## src/lavm_pkg.sv

```systemverilog
// Shared types, constants and arithmetic helpers of the look-at view matrix block.
// Depends on nothing; every other file of the block refers to it by scoped names.
package lavm_pkg;

	localparam int FRAC_BITS = 16;
	localparam int DW        = 32;
	localparam int DDW       = DW + 1;
	// Vector magnitudes: the cross product of up and forward reaches 2^(DW+FRAC_BITS).
	localparam int MW        = FRAC_BITS + DW + 1;
	localparam int AW        = 64;
	localparam int VW        = FRAC_BITS + 2;
	localparam int UW        = FRAC_BITS + 3;
	localparam int LW        = 32;
	localparam int NORM_HI   = 30;
	localparam int NORM_LO   = 29;
	localparam int QW        = FRAC_BITS + 2;
	localparam int NUMW      = FRAC_BITS + NORM_HI + 1;
	localparam int DCW       = $clog2(QW);
	localparam int JOB_DEPTH = 2;
	localparam int PTRW      = $clog2(JOB_DEPTH);

	localparam logic signed [DW-1:0] ONE_FX = DW'(64'd1 << FRAC_BITS);
	localparam logic signed [AW-1:0] SAT_HI = AW'(64'sd2147483647);
	localparam logic signed [AW-1:0] SAT_LO = -SAT_HI - AW'(64'sd1);

	typedef struct packed {
		logic [2:0][DW-1:0]  eye;
		logic [2:0][DW-1:0]  up;
		logic [2:0][DDW-1:0] dir;
		logic                fwd_zero;
	} lavm_job_t;

	typedef enum logic [3:0] {
		ST_IDLE,
		ST_SHIFT,
		ST_SQ,
		ST_SQRT,
		ST_DIVI,
		ST_DIV,
		ST_CROSS,
		ST_UP,
		ST_UFIN,
		ST_DOT,
		ST_TFIN,
		ST_EMIT
	} lavm_state_t;

	// Shift right by FRAC_BITS, rounding half away from zero.
	function automatic logic signed [AW-1:0] shr_round(input logic signed [AW-1:0] x);
		logic [AW-1:0] m;
		m = x[AW-1] ? unsigned'(-x) : unsigned'(x);
		m = (m + (AW'(1) << (FRAC_BITS - 1))) >> FRAC_BITS;
		return x[AW-1] ? -signed'(m) : signed'(m);
	endfunction

	function automatic logic signed [DW-1:0] sat32(input logic signed [AW-1:0] x);
		if (x > SAT_HI) begin
			return SAT_HI[DW-1:0];
		end else if (x < SAT_LO) begin
			return SAT_LO[DW-1:0];
		end
		return x[DW-1:0];
	endfunction

endpackage

```

## src/lavm_in_if.sv

```systemverilog
// Input channel of the look-at view matrix block: eye, target and up vector.
// Depends on lavm_pkg for the field width.
interface lavm_in_if;
	logic                          valid;
	logic                          ready;
	logic signed [lavm_pkg::DW-1:0] eye_x;
	logic signed [lavm_pkg::DW-1:0] eye_y;
	logic signed [lavm_pkg::DW-1:0] eye_z;
	logic signed [lavm_pkg::DW-1:0] look_x;
	logic signed [lavm_pkg::DW-1:0] look_y;
	logic signed [lavm_pkg::DW-1:0] look_z;
	logic signed [lavm_pkg::DW-1:0] up_x;
	logic signed [lavm_pkg::DW-1:0] up_y;
	logic signed [lavm_pkg::DW-1:0] up_z;

	modport source(output valid, eye_x, eye_y, eye_z, look_x, look_y, look_z,
		up_x, up_y, up_z, input ready);
	modport sink(input valid, eye_x, eye_y, eye_z, look_x, look_y, look_z,
		up_x, up_y, up_z, output ready);
endinterface

```

## src/lavm_front.sv

```systemverilog
// Front end: accepts input items, forms the view direction and queues the jobs.
// Depends on lavm_pkg and lavm_in_if.
module lavm_front (
	input  logic                clk,
	input  logic                arst_n,
	lavm_in_if.sink             pts,
	output lavm_pkg::lavm_job_t job,
	output logic                job_valid,
	input  logic                job_pop
);

	lavm_pkg::lavm_job_t             entry;
	lavm_pkg::lavm_job_t             fifo_q [lavm_pkg::JOB_DEPTH];
	logic [lavm_pkg::PTRW-1:0]       wr_ptr_q;
	logic [lavm_pkg::PTRW-1:0]       rd_ptr_q;
	logic [lavm_pkg::PTRW:0]         count_q;
	logic                            push;
	logic                            pop;

	always_comb begin
		entry.eye = {pts.eye_z, pts.eye_y, pts.eye_x};
		entry.up  = {pts.up_z, pts.up_y, pts.up_x};
		entry.dir[0] = lavm_pkg::DDW'(pts.look_x) - lavm_pkg::DDW'(pts.eye_x);
		entry.dir[1] = lavm_pkg::DDW'(pts.look_y) - lavm_pkg::DDW'(pts.eye_y);
		entry.dir[2] = lavm_pkg::DDW'(pts.look_z) - lavm_pkg::DDW'(pts.eye_z);
		entry.fwd_zero = (pts.look_x == pts.eye_x) && (pts.look_y == pts.eye_y)
			&& (pts.look_z == pts.eye_z);
	end

	assign pts.ready = (count_q != (lavm_pkg::PTRW+1)'(lavm_pkg::JOB_DEPTH));
	assign push      = pts.valid && pts.ready;
	assign job_valid = (count_q != '0);
	assign pop       = job_pop && job_valid;
	assign job       = fifo_q[rd_ptr_q];

	always_ff @(posedge clk) begin
		if (push) begin
			fifo_q[wr_ptr_q] <= entry;
		end
	end

	always_ff @(posedge clk or negedge arst_n) begin
		if (!arst_n) begin
			wr_ptr_q <= '0;
			rd_ptr_q <= '0;
			count_q  <= '0;
		end else begin
			if (push) begin
				wr_ptr_q <= (wr_ptr_q == lavm_pkg::PTRW'(lavm_pkg::JOB_DEPTH - 1)) ? '0
					: wr_ptr_q + 1'b1;
			end
			if (pop) begin
				rd_ptr_q <= (rd_ptr_q == lavm_pkg::PTRW'(lavm_pkg::JOB_DEPTH - 1)) ? '0
					: rd_ptr_q + 1'b1;
			end
			if (push && !pop) begin
				count_q <= count_q + 1'b1;
			end else if (pop && !push) begin
				count_q <= count_q - 1'b1;
			end
		end
	end

	a_count_bound: assert property (@(posedge clk) disable iff (!arst_n)
		count_q <= (lavm_pkg::PTRW+1)'(lavm_pkg::JOB_DEPTH))
		else $error("job queue holds more entries than it has");
	a_pop_nonempty: assert property (@(posedge clk) disable iff (!arst_n)
		job_pop |-> job_valid)
		else $error("job taken from an empty queue");
	a_push_count: assert property (@(posedge clk) disable iff (!arst_n)
		(push && !pop) |=> count_q == $past(count_q) + 1'b1)
		else $error("queue count missed a push");

endmodule

```

## src/flat_wrapper.sv

```systemverilog
// flat-port wrapper written by rule: the top's interface ports become plain ports
module lavm_front_flat 
  (clk, arst_n, job, job_valid, job_pop, pts_valid, pts_eye_x, pts_eye_y, pts_eye_z, pts_look_x, pts_look_y, pts_look_z, pts_up_x, pts_up_y, pts_up_z, pts_ready);
  lavm_in_if pts_i ();
  input  logic clk;
  input  logic arst_n;
  output lavm_pkg::lavm_job_t job;
  output logic job_valid;
  input  logic job_pop;
  input wire logic [$bits(pts_i.valid)-1:0] pts_valid;
  input wire logic [$bits(pts_i.eye_x)-1:0] pts_eye_x;
  input wire logic [$bits(pts_i.eye_y)-1:0] pts_eye_y;
  input wire logic [$bits(pts_i.eye_z)-1:0] pts_eye_z;
  input wire logic [$bits(pts_i.look_x)-1:0] pts_look_x;
  input wire logic [$bits(pts_i.look_y)-1:0] pts_look_y;
  input wire logic [$bits(pts_i.look_z)-1:0] pts_look_z;
  input wire logic [$bits(pts_i.up_x)-1:0] pts_up_x;
  input wire logic [$bits(pts_i.up_y)-1:0] pts_up_y;
  input wire logic [$bits(pts_i.up_z)-1:0] pts_up_z;
  output wire logic [$bits(pts_i.ready)-1:0] pts_ready;
  assign pts_i.valid = pts_valid;
  assign pts_i.eye_x = pts_eye_x;
  assign pts_i.eye_y = pts_eye_y;
  assign pts_i.eye_z = pts_eye_z;
  assign pts_i.look_x = pts_look_x;
  assign pts_i.look_y = pts_look_y;
  assign pts_i.look_z = pts_look_z;
  assign pts_i.up_x = pts_up_x;
  assign pts_i.up_y = pts_up_y;
  assign pts_i.up_z = pts_up_z;
  assign pts_ready = pts_i.ready;
  lavm_front u_core (.clk(clk), .arst_n(arst_n), .pts(pts_i), .job(job), .job_valid(job_valid), .job_pop(job_pop));
endmodule
```

## config.mk

```make
export PLATFORM = sky130hd
export DESIGN_NAME = lavm_front_flat
export DESIGN_NICKNAME = d
export VERILOG_FILES = /design/src/lavm_pkg.sv /design/src/lavm_in_if.sv /design/src/lavm_front.sv /design/src/flat_wrapper.sv
export SDC_FILE = /design/constraint.sdc
export NUM_CORES = 1
export LEC_CHECK = 0
export ABC_AREA = 1
export ABC_CLOCK_PERIOD_IN_PS = 24500
export BUFFER_PORTS_ARGS = -buffer_cell sky130_fd_sc_hd__buf_2
export CORE_MARGIN = 1.5
export CORE_UTILIZATION = 45
export DETAILED_ROUTE_END_ITERATION = 12
export PLACE_DENSITY = 0.65
export SYNTH_ARGS = -nofsm -noshare
export SYNTH_HDL_FRONTEND = slang
export SYNTH_SLANG_ARGS = --single-unit
```

## constraint.sdc

```tcl
create_clock -name clk -period 24.5 [get_ports clk]
set_input_delay 4.9 -clock clk [delete_from_list [all_inputs] [get_ports clk]]
set_output_delay 4.9 -clock clk [all_outputs]
set_load 0.005 [all_outputs]
```

## Word level (Yosys, flattened, before mapping)

Memories as Yosys holds them, arrays and structs flattened.
Cells that the tools add are included.

- Register bits: 4
- RAM bits: 584
- Output and inout bits: 294
- Logic and storage cells: 31
- Memories: 1

Memories:

| name | words | bits a word | read ports | clocked after memory_dff | write ports | line | RTL |
|---|---|---|---|---|---|---|---|
| u_core.fifo_q | 2 | 292 | 1 | 0 | 1 | lavm_front.sv:13 | `lavm_pkg::lavm_job_t fifo_q [lavm_pkg::JOB_DEPTH];` |

- $add $sub $neg: 7
- Equality and inequality tests: 4
- Multiplexer cells: 6
- Reductions and logical operators: 10

Operators with widths:

| operator | count |
|---|---|
| $sub A32 B32 Y33 | 3 |
| $eq A32 B32 Y1 | 3 |
| $logic_and A1 B1 Y1 | 6 |
| $mux W1 | 4 |
| $mux W2 | 2 |
| $reduce_bool A2 Y1 | 2 |
| $add A1 B1 Y1 const B | 2 |
| $add A2 B1 Y2 const B | 1 |
| $logic_not A1 Y1 | 2 |
| $ne A2 B2 Y1 const B | 1 |
| $sub A2 B1 Y2 const B | 1 |

## Logic depth before layout (Yosys ltp)

- Depth in word-level cells: 6
- Depth in mapped cells: 14
- Depth with buffers taken out: 14

## Least setup slack after synthesis

Ideal clock, no wire load.

- Path type: input-to-reg
- Start point: input port pts_valid
- End point: memory u_core.fifo_q[1][0] in the netlist's numbering, enable pin
- Library setup time: 0.951 ns
- Data arrival time: 17.099 ns
- Slack: 6.449 ns
- Stages: 2
- Path buffers: 0
- Cells stage by stage: nand2_1 > nor2_1

- Word-level cells in the longest chain between the ends: 3

RTL lines:

| what | line | RTL |
|---|---|---|
| from (decl) | flat_wrapper.sv:10 | `input wire logic [$bits(pts_i.valid)-1:0] pts_valid;` |
| $logic_and A1 B1 Y1 | lavm_front.sv:31 | `assign push = pts.valid && pts.ready;` |
| $mux W1 | lavm_front.sv:37 | `if (push) begin` |
| $mux W1 (not written as such) | lavm_front.sv:38 | `fifo_q[wr_ptr_q] <= entry;` |
| to (decl) | lavm_front.sv:13 |  |

No other way between the ends.

==> results.yml <==
status:
  status: "finished, final reports clean"
die:
  die_w_um: 257
  design.portCount: 586
  rows: 93
  die_area_mm2: 0.0662
  die_h_um: 257
  start_util: 0.453
  core-area_mm2: 0.0642
timing:
  slew_violations: 0
  period_minus_slack_ps: 8550
  setup_viol: 0
  max_freq_mhz: 117
  worst_pin_slew_ps: 1100
  final.period_utilization: 0.349
  fin_setup_tns_ps: 0
  hold_violations: 0
  clock_skew_ps: 25.7
  holdWs_ps: 475
  worst_slack_ps: 15950
  slew_headroom: 0.263
  rsz0062_at_grt: "no"
worst_hold_path:
  hold_depth: 1
  hold_class: "register to register"
placement:
  port_buffers: 585
  place_ws_ps: 16560
  dp.cells: 4614
  place_hpwl_um: 60600
  placed_area_mm2: 0.0330
  place_congestion: 0.929
route:
  routedWlPerCell_um: 17.4
  dr.pass1.iters: 8
  num_vias: 22600
  viasPerCell: 4.78
  drtIter0Drc: 1706
  routed_wl_um: 82400
  drcViolationCount: 0
  drt.antenna.violating_nets: 0
synthesis:
  yosysWarnings: 0
  synthesis.nets: 3623
  netlist_area_mm2: 0.0291
  seq_area_frac_synth: 0.606
  ys_types: 28
  ys_ff_latch: 588
  netlist_instances: 3231
  synth_area_per_cell_um2: 9.01
cts:
  clock_latency_ps: 640
  post-cts-setup-buffers: 0
  ctsResizeCount: 0
  cts_buffers: 60
  clock-sinks: 588
  cts_hold_buf: 0
  root_buffer: "clkbuf_16"
  cts_buffer_depth: 3
  cts_tree: "built"
  h-tree-depth: 2
  clk_pin_slew_ps: 60
finish:
  final_area_mm2: 0.0351
  syn_to_final_growth_pct: 20.4
  fillers: 5825
  final_cell_mix: "nand2_1 (1,612), buf_2 (585), edfxtp_1 (584), inv_1 (478), nor2_1 (125)"
  final_layout_size_suffix_gt1_frac: 0.188
  layout_commonest_cell: "nand2_1"
  multi_input_area_mm2: 0.00941
  final_cells: 4741
  fin_nets: 4213
  final-seq-area_mm2: 0.0176
  fin_util: 0.546
power:
  p_leak_nw: 17.6
  vdd_ir_drop_max_mv: 0.0773
  finalPower_mw: 3.59
  powerDensity_mw_per_mm2: 102
global_routing:
  grt-ovfl-total: 0
  grt_max_degree: 158
  grt_pass1_wl_um: 123000
  antenna_found_initial: 25
  grt_usage: 0.244
  grt_pass1_vias: 21100
setup_path:
  critPathKind: "register to output port"
  cp.arrival_ps: 3650
  critPathMaxFanout: 120
  r2r_cells: 6
  start_kind: "register"
  cp_common_cell: "nand2_1"
  cp-end-kind: "output port"
  crit_chain: "inv_8 -> buf_4 -> nand2_1 -> nand2_1 -> buf_2"
  cpMaxStageDelayCell: "buf_4"
  cp.required_ps: 19600
  cpPeakStageDelay_ps: 820
run:
  drv_cap: 0
logic make-up (layout without fill, tap and decap cells):
logic type / Yosys count / count (layout) / synth area share
XOR/XNOR: 48 / 48 / 0.0144
adder cells (fa/ha/maj): 100 / 100 / 0.0437
flip-flops: 588 / 588 / 0.606
other: 0 / 14 / 0
buffers and inverters: 546 / 1187 / 0.0718
AND/OR/NAND/NOR: 1879 / 1879 / 0.252
AO/OA/AOI/OAI: 70 / 70 / 0.0127
report_power, final:
part	switching (mW)	leakage, nW	internal (mW)
registers	0.0788	5.47	1.40
logic	0.782	11.1	0.379
clock network	0.392	0.995	0.560
registers in the layout, indices dropped and copies added, names as in the netlist:
register         count
u_core.count_q       2
u_core.fifo_q      584
u_core.rd_ptr_q      1
u_core.wr_ptr_q      1
critical path, delay by kind of cell (launching register included):
kind / cells / cell delay (ps)
buffers and inverters: 3 / 1610
and+or+nand+nor: 2 / 470
DFF: 1 / 780
cell type report:
class | count | area share
diodes | 14 | 0.000999
clock buffers | 79 | 0.0457
clock inverters | 34 | 0.0134
inverters | 479 | 0.0515
multi-input cells | 2097 | 0.268
flip-flops and latches | 588 | 0.503
well taps | 855 | 0.0305
repair buffers | 595 | 0.0867
cell usage after synthesis:
| library cell | number | area share |
|---|---|---|
| a21o_1 | 3 | 0.00077 |
| a21oi_1 | 62 | 0.011 |
| a21oi_2 | 1 | 0.00030 |
| and2_1 | 6 | 0.0013 |
| buf_1 | 15 | 0.0019 |
| buf_2 | 26 | 0.0045 |
| buf_4 | 2 | 0.00052 |
| clkbuf_1 | 24 | 0.0031 |
| clkinv_1 | 1 | 0.00013 |
| dfrtp_1 | 4 | 0.0034 |
| edfxtp_1 | 584 | 0.60 |
| fa_1 | 3 | 0.0021 |
| ha_1 | 97 | 0.042 |
| inv_1 | 478 | 0.062 |
| nand2_1 | 1612 | 0.21 |
| nand2_2 | 31 | 0.0067 |
| nand3_1 | 71 | 0.012 |
| nand3_2 | 4 | 0.0014 |
| nand4_1 | 13 | 0.0028 |
| nor2_1 | 127 | 0.016 |
| nor2_2 | 3 | 0.00064 |
| nor3_1 | 7 | 0.0012 |
| nor4_2 | 1 | 0.00043 |
| o21ai_0 | 1 | 0.00017 |
| o21bai_1 | 3 | 0.00077 |
| or2_1 | 4 | 0.00086 |
| xnor2_1 | 8 | 0.0024 |
| xor2_1 | 40 | 0.012 |
final timing paths:
| kind | startpoint | to | slack [ps] |
|---|---|---|---|
| setup / recovery | u_core.rd_ptr_q | job[48] | 15950 |
| hold / removal | u_core.count_q[0] | u_core.count_q[0] | 480 |
| setup reg to reg | u_core.count_q[0] | u_core.fifo_q[1][242] | 21500 |
| hold reg to reg | u_core.count_q[0] | u_core.count_q[0] | 480 |
| max in group asynchronous | arst_n | u_core.rd_ptr_q | 20280 |
| min in group asynchronous | arst_n | u_core.count_q[0] | 4070 |
metal layers:
| layer | wire length [um] | up-vias | global-route usage | part of all wire |
|---|---|---|---|---|
| met1 | 35100 | 10300 | 0.321 | 0.43 |
| met3 | 7900 | 129 | 0.0761 | 0.096 |
| met4 | 1770 | 24 | 0.0585 | 0.021 |
| met5 | 157 | - | 0 | 0.0019 |
| li1 | - | 11300 | - | - |
| met2 | 37400 | 829 | 0.392 | 0.45 |
Note: power is estimated with default switching activity, not from simulation.
